<file path="src/rtl/core/flsc_pkg.sv">
package flsc_pkg;

    localparam int PATTERN_MAX_DEF = 16;
    localparam int COUNT_BITS_DEF  = 16;

    localparam int ADDR_BITS     = 5;
    localparam int DATA_BITS     = 64;
    localparam int PAT_SLOTS     = 16;
    localparam int PAT_IDX_BITS  = 4;
    localparam int PAT_LEN_BITS  = 5;
    localparam int OUT_CNT_BITS  = 16;
    localparam int OUT_DATA_BITS = 24;

    localparam logic [7:0] CHAR_UPPER_A = 8'h41;
    localparam logic [7:0] CHAR_UPPER_Z = 8'h5A;
    localparam logic [7:0] CHAR_LOWER_A = 8'h61;
    localparam logic [7:0] CHAR_LOWER_Z = 8'h7A;

    typedef enum logic [1:0] {
        REG_PAT_LO  = 2'd0,
        REG_PAT_HI  = 2'd1,
        REG_PAT_LEN = 2'd2
    } t_reg_idx;

endpackage

</file>
<file path="src/rtl/core/folded_line_substring_counter.sv">
// Folded line substring counter.
// Slave stream: one text byte per word in s_tdata[7:0]; s_tlast marks a line end,
// and the data bits of that word are ignored. Letters are folded to lower case,
// all other bytes are dropped, and the last letters of the line are compared in
// parallel against the pattern held in the APB registers (low and high letters at
// 0x00 and 0x08, 64-bit; length at 0x10, 5 bits). Length zero matches every line.
// Master stream: one word per line end, m_tdata[0] = line matched,
// m_tdata[16:1] = running count of matching lines (saturating).
// Throughput: one word per cycle on the slave side while the master side keeps up;
// the input register and the result register are both fully pipelined, the window
// update and compare sit between them.
// When the master side stalls, the result register holds; the input register
// keeps taking text bytes, and a line end waits in the input register, with
// s_tready low, until the result register frees.
// Reset (synchronous, active low) clears the registers, the count, the letter
// count and the hit flag, and empties both pipeline registers.
// Program the pattern only while the streams are idle.
module folded_line_substring_counter #(
    parameter int PATTERN_MAX = flsc_pkg::PATTERN_MAX_DEF,
    parameter int COUNT_BITS  = flsc_pkg::COUNT_BITS_DEF
) (
    input  logic                              i_clk,
    input  logic                              i_rst_n,
    input  logic                              psel,
    input  logic                              penable,
    input  logic                              pwrite,
    input  logic [flsc_pkg::ADDR_BITS-1:0]    paddr,
    input  logic [flsc_pkg::DATA_BITS-1:0]    pwdata,
    output logic [flsc_pkg::DATA_BITS-1:0]    prdata,
    output logic                              pready,
    input  logic                              i_s_tvalid,
    output logic                              o_s_tready,
    input  logic [7:0]                        i_s_tdata,  // [7:0] text_byte
    input  logic                              i_s_tlast,  // is_line_end
    output logic                              o_m_tvalid,
    input  logic                              i_m_tready,
    output logic [flsc_pkg::OUT_DATA_BITS-1:0] o_m_tdata  // [0] line_matched,
                                                          // [16:1] matching_lines
);
    import flsc_pkg::*;

    localparam int LEN_BITS = $clog2(PATTERN_MAX + 1);
    localparam logic [COUNT_BITS-1:0] COUNT_MAX = {COUNT_BITS{1'b1}};

    logic [DATA_BITS-1:0]    r_pat_lo;
    logic [DATA_BITS-1:0]    r_pat_hi;
    logic [PAT_LEN_BITS-1:0] r_pat_len;

    logic [7:0]          r_aligned [PATTERN_MAX];
    logic [PATTERN_MAX-1:0] r_pos_en;
    logic [LEN_BITS-1:0] r_used_len;

    logic                r_in_valid;
    logic [7:0]          r_in_byte;
    logic                r_in_last;

    logic [7:0]          r_window [PATTERN_MAX];
    logic [LEN_BITS-1:0] r_letters;
    logic                r_hit;
    logic [COUNT_BITS-1:0] r_count;

    logic                r_out_valid;
    logic                r_out_matched;

    logic [7:0]          n_aligned [PATTERN_MAX];
    logic [PATTERN_MAX-1:0] n_pos_en;
    logic [LEN_BITS-1:0] n_used_len;
    logic [7:0]          pat_bytes [PAT_SLOTS];
    logic [LEN_BITS-1:0] diff;

    logic                cfg_wr;
    logic                out_free;
    logic                advance;
    logic                do_end;
    logic                do_letter;
    logic                is_upper;
    logic                is_lower;
    logic [7:0]          folded;
    logic [7:0]          n_window [PATTERN_MAX];
    logic [LEN_BITS-1:0] n_letters;
    logic                win_eq;
    logic                line_matched;
    logic                n_hit;
    logic [COUNT_BITS-1:0] n_count;
    logic [COUNT_BITS+OUT_CNT_BITS-1:0] count_ext;

    // Configuration port
    assign pready = 1'b1;
    assign cfg_wr = psel && penable && pwrite && pready;

    always_ff @(posedge i_clk) begin
        if (!i_rst_n) begin
            r_pat_lo  <= '0;
            r_pat_hi  <= '0;
            r_pat_len <= '0;
        end else if (cfg_wr) begin
            unique case (t_reg_idx'(paddr[4:3]))
                REG_PAT_LO:  r_pat_lo  <= pwdata;
                REG_PAT_HI:  r_pat_hi  <= pwdata;
                REG_PAT_LEN: r_pat_len <= pwdata[PAT_LEN_BITS-1:0];
                default: ;
            endcase
        end
    end

    always_comb begin
        unique case (t_reg_idx'(paddr[4:3]))
            REG_PAT_LO:  prdata = r_pat_lo;
            REG_PAT_HI:  prdata = r_pat_hi;
            REG_PAT_LEN: prdata = {{(DATA_BITS-PAT_LEN_BITS){1'b0}}, r_pat_len};
            default:     prdata = '0;
        endcase
    end

    // Align the pattern to window positions: position j holds letter len-1-j
    always_comb begin
        for (int k = 0; k < PAT_SLOTS / 2; k++) begin
            pat_bytes[k]                 = r_pat_lo[k*8 +: 8];
            pat_bytes[k + PAT_SLOTS / 2] = r_pat_hi[k*8 +: 8];
        end
        if (r_pat_len > PAT_LEN_BITS'(PATTERN_MAX)) begin
            n_used_len = LEN_BITS'(PATTERN_MAX);
        end else begin
            n_used_len = LEN_BITS'(r_pat_len);
        end
        diff = '0;
        for (int j = 0; j < PATTERN_MAX; j++) begin
            diff        = LEN_BITS'(n_used_len - LEN_BITS'(1) - LEN_BITS'(j));
            n_pos_en[j] = LEN_BITS'(j) < n_used_len;
            n_aligned[j] = pat_bytes[PAT_IDX_BITS'(diff)];
        end
    end

    always_ff @(posedge i_clk) begin
        r_pos_en   <= n_pos_en;
        r_used_len <= n_used_len;
        for (int j = 0; j < PATTERN_MAX; j++) begin
            r_aligned[j] <= n_aligned[j];
        end
    end

    // Input register
    assign out_free   = !r_out_valid || i_m_tready;
    assign advance    = r_in_valid && (!r_in_last || out_free);
    assign o_s_tready = !r_in_valid || advance;

    always_ff @(posedge i_clk) begin
        if (!i_rst_n) begin
            r_in_valid <= 1'b0;
        end else if (o_s_tready) begin
            r_in_valid <= i_s_tvalid;
        end
    end

    always_ff @(posedge i_clk) begin
        if (o_s_tready) begin
            r_in_byte <= i_s_tdata;
            r_in_last <= i_s_tlast;
        end
    end

    // Filter, shift and compare
    assign is_upper  = (r_in_byte >= CHAR_UPPER_A) && (r_in_byte <= CHAR_UPPER_Z);
    assign is_lower  = (r_in_byte >= CHAR_LOWER_A) && (r_in_byte <= CHAR_LOWER_Z);
    assign folded    = is_upper ? 8'(r_in_byte + (CHAR_LOWER_A - CHAR_UPPER_A)) : r_in_byte;
    assign do_end    = advance && r_in_last;
    assign do_letter = advance && !r_in_last && (is_upper || is_lower);

    always_comb begin
        n_window[0] = folded;
        for (int j = 1; j < PATTERN_MAX; j++) begin
            n_window[j] = r_window[j-1];
        end
        if (r_letters < LEN_BITS'(PATTERN_MAX)) begin
            n_letters = LEN_BITS'(r_letters + LEN_BITS'(1));
        end else begin
            n_letters = r_letters;
        end
        win_eq = 1'b1;
        for (int j = 0; j < PATTERN_MAX; j++) begin
            if (r_pos_en[j] && (n_window[j] != r_aligned[j])) begin
                win_eq = 1'b0;
            end
        end
        n_hit = r_hit || (r_used_len == '0) || (win_eq && (n_letters >= r_used_len));
    end

    assign line_matched = r_hit || (r_used_len == '0);
    assign n_count = (line_matched && (r_count != COUNT_MAX))
                   ? COUNT_BITS'(r_count + COUNT_BITS'(1)) : r_count;

    always_ff @(posedge i_clk) begin
        if (do_letter) begin
            for (int j = 0; j < PATTERN_MAX; j++) begin
                r_window[j] <= n_window[j];
            end
        end
    end

    always_ff @(posedge i_clk) begin
        if (!i_rst_n) begin
            r_letters <= '0;
            r_hit     <= 1'b0;
            r_count   <= '0;
        end else if (do_end) begin
            r_letters <= '0;
            r_hit     <= 1'b0;
            r_count   <= n_count;
        end else if (do_letter) begin
            r_letters <= n_letters;
            r_hit     <= n_hit;
        end
    end

    // Result register
    always_ff @(posedge i_clk) begin
        if (!i_rst_n) begin
            r_out_valid <= 1'b0;
        end else if (out_free) begin
            r_out_valid <= do_end;
        end
    end

    always_ff @(posedge i_clk) begin
        if (do_end) begin
            r_out_matched <= line_matched;
        end
    end

    assign count_ext  = {{OUT_CNT_BITS{1'b0}}, r_count};
    assign o_m_tvalid = r_out_valid;
    assign o_m_tdata  = {{(OUT_DATA_BITS-OUT_CNT_BITS-1){1'b0}},
                         count_ext[OUT_CNT_BITS-1:0], r_out_matched};

    a_letters_bounded: assert property (@(posedge i_clk) disable iff (!i_rst_n)
        r_letters <= LEN_BITS'(PATTERN_MAX))
        else $error("letter count above window depth");

    a_hit_needs_letters: assert property (@(posedge i_clk) disable iff (!i_rst_n)
        do_letter && !r_hit && n_hit && (r_used_len != '0) |-> n_letters >= r_used_len)
        else $error("hit flagged before the window was full");

    a_count_step: assert property (@(posedge i_clk) disable iff (!i_rst_n)
        $past(i_rst_n) && (r_count != $past(r_count))
        |-> (r_count == COUNT_BITS'($past(r_count) + COUNT_BITS'(1))) && $past(do_end))
        else $error("match count moved without a line end");

    a_result_on_end: assert property (@(posedge i_clk) disable iff (!i_rst_n)
        do_end |=> r_out_valid && (r_out_matched == $past(line_matched)))
        else $error("line end did not load the result register");

endmodule
</file>
<file path="config.mk">
export PLATFORM = sky130hd
export DESIGN_NAME = folded_line_substring_counter
export DESIGN_NICKNAME = d
export VERILOG_FILES = /design/src/rtl/core/flsc_pkg.sv /design/src/rtl/core/folded_line_substring_counter.sv
export SDC_FILE = /design/constraint.sdc
export NUM_CORES = 1
export LEC_CHECK = 0
export BUFFER_PORTS_ARGS = -buffer_cell sky130_fd_sc_hd__buf_2
export CORE_MARGIN = 3
export CORE_UTILIZATION = 40
export CTS_BUF_LIST = sky130_fd_sc_hd__clkbuf_8
export CTS_CLUSTER_SIZE = 20
export DETAILED_ROUTE_END_ITERATION = 12
export PLACE_DENSITY = 0.67
export SYNTH_ARGS = -nofsm -noshare
export SYNTH_HDL_FRONTEND = slang
export SYNTH_SLANG_ARGS = --single-unit
</file>
<file path="constraint.sdc">
create_clock -name i_clk -period 6 [get_ports i_clk]
set_clock_uncertainty 0.15 [all_clocks]
set_input_delay 1.2 -clock i_clk [delete_from_list [all_inputs] [get_ports i_clk]]
set_output_delay 1.2 -clock i_clk [all_outputs]
set_load 0.005 [all_outputs]
</file>
==> summary.txt <==
Synthesis
  – Library cells used by synthesis: 61
  – Cell count after synthesis: 1987
  – Synth Area per Inst: 10.84 um2
  – Main synth FF type: dfxtp_1
  – Synthesized cell area: 21550 um2
  – EDFF count, synth: 130
  – Synth Warn #: 0
  – Yosys reg bits: 435
  – Register area share after synthesis: 0.4645
  – Post-synthesis async set-or-reset flop share: 0

Routing
  – Drt initial violations: 1273
  – Final wirelength: 64950 um
  – Vias post-DR: 15660
  – DRT Pass-1 Iters: 5
  – Drt via density: 5.454
  – Routed wire length per instance: 22.62 um
  – DR DRC count: 0
  – Antenna Violating Nets Remaining: 0

Clocking
  – CTS tree: done
  – CTS clock-pin slew for the worst setup and hold paths: 0.06 ns
  – Worst-Skew Late Latency: 0.64 ns
  – Post-cts gate resize count: 0
  – Num Clock Sinks: 435
  – Total CTS buffers: 71
  – CTS Hold Bufs: 0
  – Post-CTS setup buffers: 0
  – Clock Tree Buf Depth: 3
  – CTS HTree Levels: 3
  – Clock root buffer: clkbuf_8

Power and ir drop
  – P per Cell Area: 244.2 nW/um2
  – Overall Power: 0.005924 W
  – Leakage: 9.850 nW
  – Maximum vdd drop: 0.1531 mV

Timing
  – Final Setup Violations: 0
  – Worst slew pin tran: 1.229 ns
  – Fmax: 225.3 MHz
  – Fin crit share: 0.7398
  – Endpoints failing hold: 0
  – RSZ-0062 raised after global routing: false
  – Hold_ws: 0.3130 ns
  – Crit path time final: 4.439 ns
  – Relative slew margins: 0.1796
  – Setup tns final: 0 ns
  – Max-slew violations: 0

Critical path
  – Worst path arrival time: 4.77 ns
  – FF-to-FF path depth: 8
  – Reg2reg start: r_pat_len[4]
  – CP endpoint: r_aligned[0][14]
  – Crit-path max cell delay: 0.87 ns
  – Crit-path cells: nand2b_4, ha_2, xor2_4, inv_4, ha_1, nand2_1, xor2_4, mux2i_1
  – Worst setup EP type: flop
  – Setup Crit Path Kind: flop to flop
  – Crit-path slowest cell: dfxtp_1
  – Crit. Startpoint: r_pat_len[4]
  – Reg2Reg Setup Slack: 1.56 ns
  – Cell mode on critical path: xor2_4
  – WP data required: 6.33 ns
  – Crit path max fanout: 21
  – Reg2reg end: r_aligned[0][14]
  – CP startpoint kind: flop

Placement
  – Placed inst area: 22920 um2
  – Buffers added on ports: 164
  – Post-DP HPWL: 49100 um
  – GP Congestion: 0.9412

Layout
  – Share of cells above drive strength 1: 0.1465
  – Multi-input gate area: 10940 um2
  – Fillers: 4965
  – Post-route cell area: 24260 um2
  – FF/Latch Area: 10010 um2
  – Fin util: 0.4580
  – Layout net count: 2229
  – ANT cells: 0
  – Area grow syn2layout: 12.59%

Outcome
  – Status: completed

Floorplan
  – Area of the core: 52970 um2
  – Die area: 56690 um2
  – Initial Util: 0.4068
  – Top Ports: 176
  – FP Rows: 84
  – DIE WIDTH: 238.1 um
  – Die Y: 238.1 um

Global route
  – All-Layer GR Usage: 0.2237
  – Initial antenna violation count: 1
  – Largest net degree at the start of global routing: 75
  – GRT overflow: 0
  – First-pass GRT wire length: 95010 um
  – Vias in the first global route: 15250

Hold path
  – HP Class: flop to flop

Run
  – Max Cap Viol: 0
-- worst min path at each step --
stage               cells past startpoint         endpoint            start  slack (ns)
floorplan                               0  r_window[0][10]   r_window[0][2]        0.30
global placement                        0   r_window[1][8]   r_window[1][0]        0.30
detailed placement                      0   r_window[1][8]   r_window[1][0]        0.31
CTS                                     0  r_window[1][11]   r_window[1][3]        0.30
global route                            0  r_window[0][63]  r_window[0][55]        0.31
finish                                  0   r_window[1][8]   r_window[1][0]        0.31
-- layout make-up --
| type | instances | area share |
|---|---|---|
| Inverter | 21 | 0.003507 |
| Multi-Input combinational cell | 1409 | 0.4511 |
| Tap cell | 688 | 0.03548 |
| Timing Repair Buffer | 190 | 0.04208 |
| Sequential cell | 435 | 0.4126 |
| Clock buffer | 80 | 0.04538 |
| Clock inverter | 49 | 0.009902 |
-- per-stage QoR --
step | cells | worst slack, ns
2_1_floorplan | 1993 | 1.523
3_3_place_gp | 2743 | 1.677
3_5_place_dp | 2743 | 1.658
4_1_cts | 2872 | 1.634
5_1_grt | 2872 | 1.519
6_report | 2872 | 1.561
-- placed cells by master, fill, tap and decap left out, drive strengths merged, types with 2 or more instances in the layout --
cell,Yosys,layout
o21a,2,2
conb,2,8
edfxtp,130,130
and3,2,2
and2,16,16
ha,16,16
nor2b,10,10
or3,4,4
buf,58,190
o21ai,26,26
clkinvlp,0,2
or2,5,5
a21boi,130,130
clkbuf,70,80
a31o,2,2
nor2,73,73
nand2b,10,10
inv,21,51
nor4,3,3
or4,3,3
nor3,5,5
o21bai,4,4
a21oi,9,9
nand2,278,278
nand4,37,37
nand3,11,11
mux2i,583,583
dfxtp,305,305
a21o,3,3
clkinv,0,16
xnor2,141,141
xor2,12,12
-- where the power goes --
group / internal, W / leakage (nW) / switching [W]
registers: 0.00306 / 3.65 / 0.0000370
logic: 0.000155 / 5.41 / 0.000215
clock network: 0.00127 / 0.793 / 0.00119
-- logic make-up after synthesis --
| family | share of synthesized area |
|---|---|
| compound gates | 0.06248 |
| xor+xnor | 0.06637 |
| fa+ha+maj | 0.009290 |
| buf+inv | 0.03165 |
| flops | 0.4645 |
| mux | 0.2713 |
| other cells | 0.0003485 |
| simple gates | 0.09401 |
-- layer usage --
metal	part of all wire	wire length [um]	vias up	global-route usage
met5	0	0	-	0
met4	0.039	2521	0	0.09218
met3	0.057	3715	114	0.03051
met2	0.47	30740	529	0.3708
met1	0.43	27980	7779	0.2959
li1	-	-	7241	-
-- state kept, by name, summed over array words and instances, names as in the netlist, 4 cells and up --
name	count
r_pat_lo	64
r_pat_hi	64
r_count	16
r_pat_len	5
r_window	120
r_aligned	128
r_pos_en	16
r_letters	5
r_in_byte	8
r_used_len	4
-- Yosys cell counts (9+ instances only) --
library cell	n	area share
mux2i_1	583	0.27
dfxtp_1	305	0.28
nand2_1	277	0.048
xnor2_1	138	0.056
a21boi_0	130	0.045
edfxtp_1	130	0.18
nor2_1	71	0.012
clkbuf_1	70	0.012
nand4_1	37	0.011
o21ai_0	25	0.0058
buf_2	24	0.0056
and2_1	16	0.0046
buf_1	16	0.0028
ha_1	16	0.0093
inv_1	16	0.0028
buf_4	13	0.0045
nand3_1	11	0.0026
nand2b_1	10	0.0029
nor2b_1	10	0.0029
a21oi_1	9	0.0021
xor2_1	9	0.0037
-- worst max-delay path: cells and delay by family, from the launching register on --
family,cells,cell delay [ns]
flops,1,0.87
mux,1,0.55
buf+inv,1,0.30
fa+ha+maj,2,0.64
xor+xnor,2,1.14
simple gates,2,0.59
(Power assumes the default switching activity.)
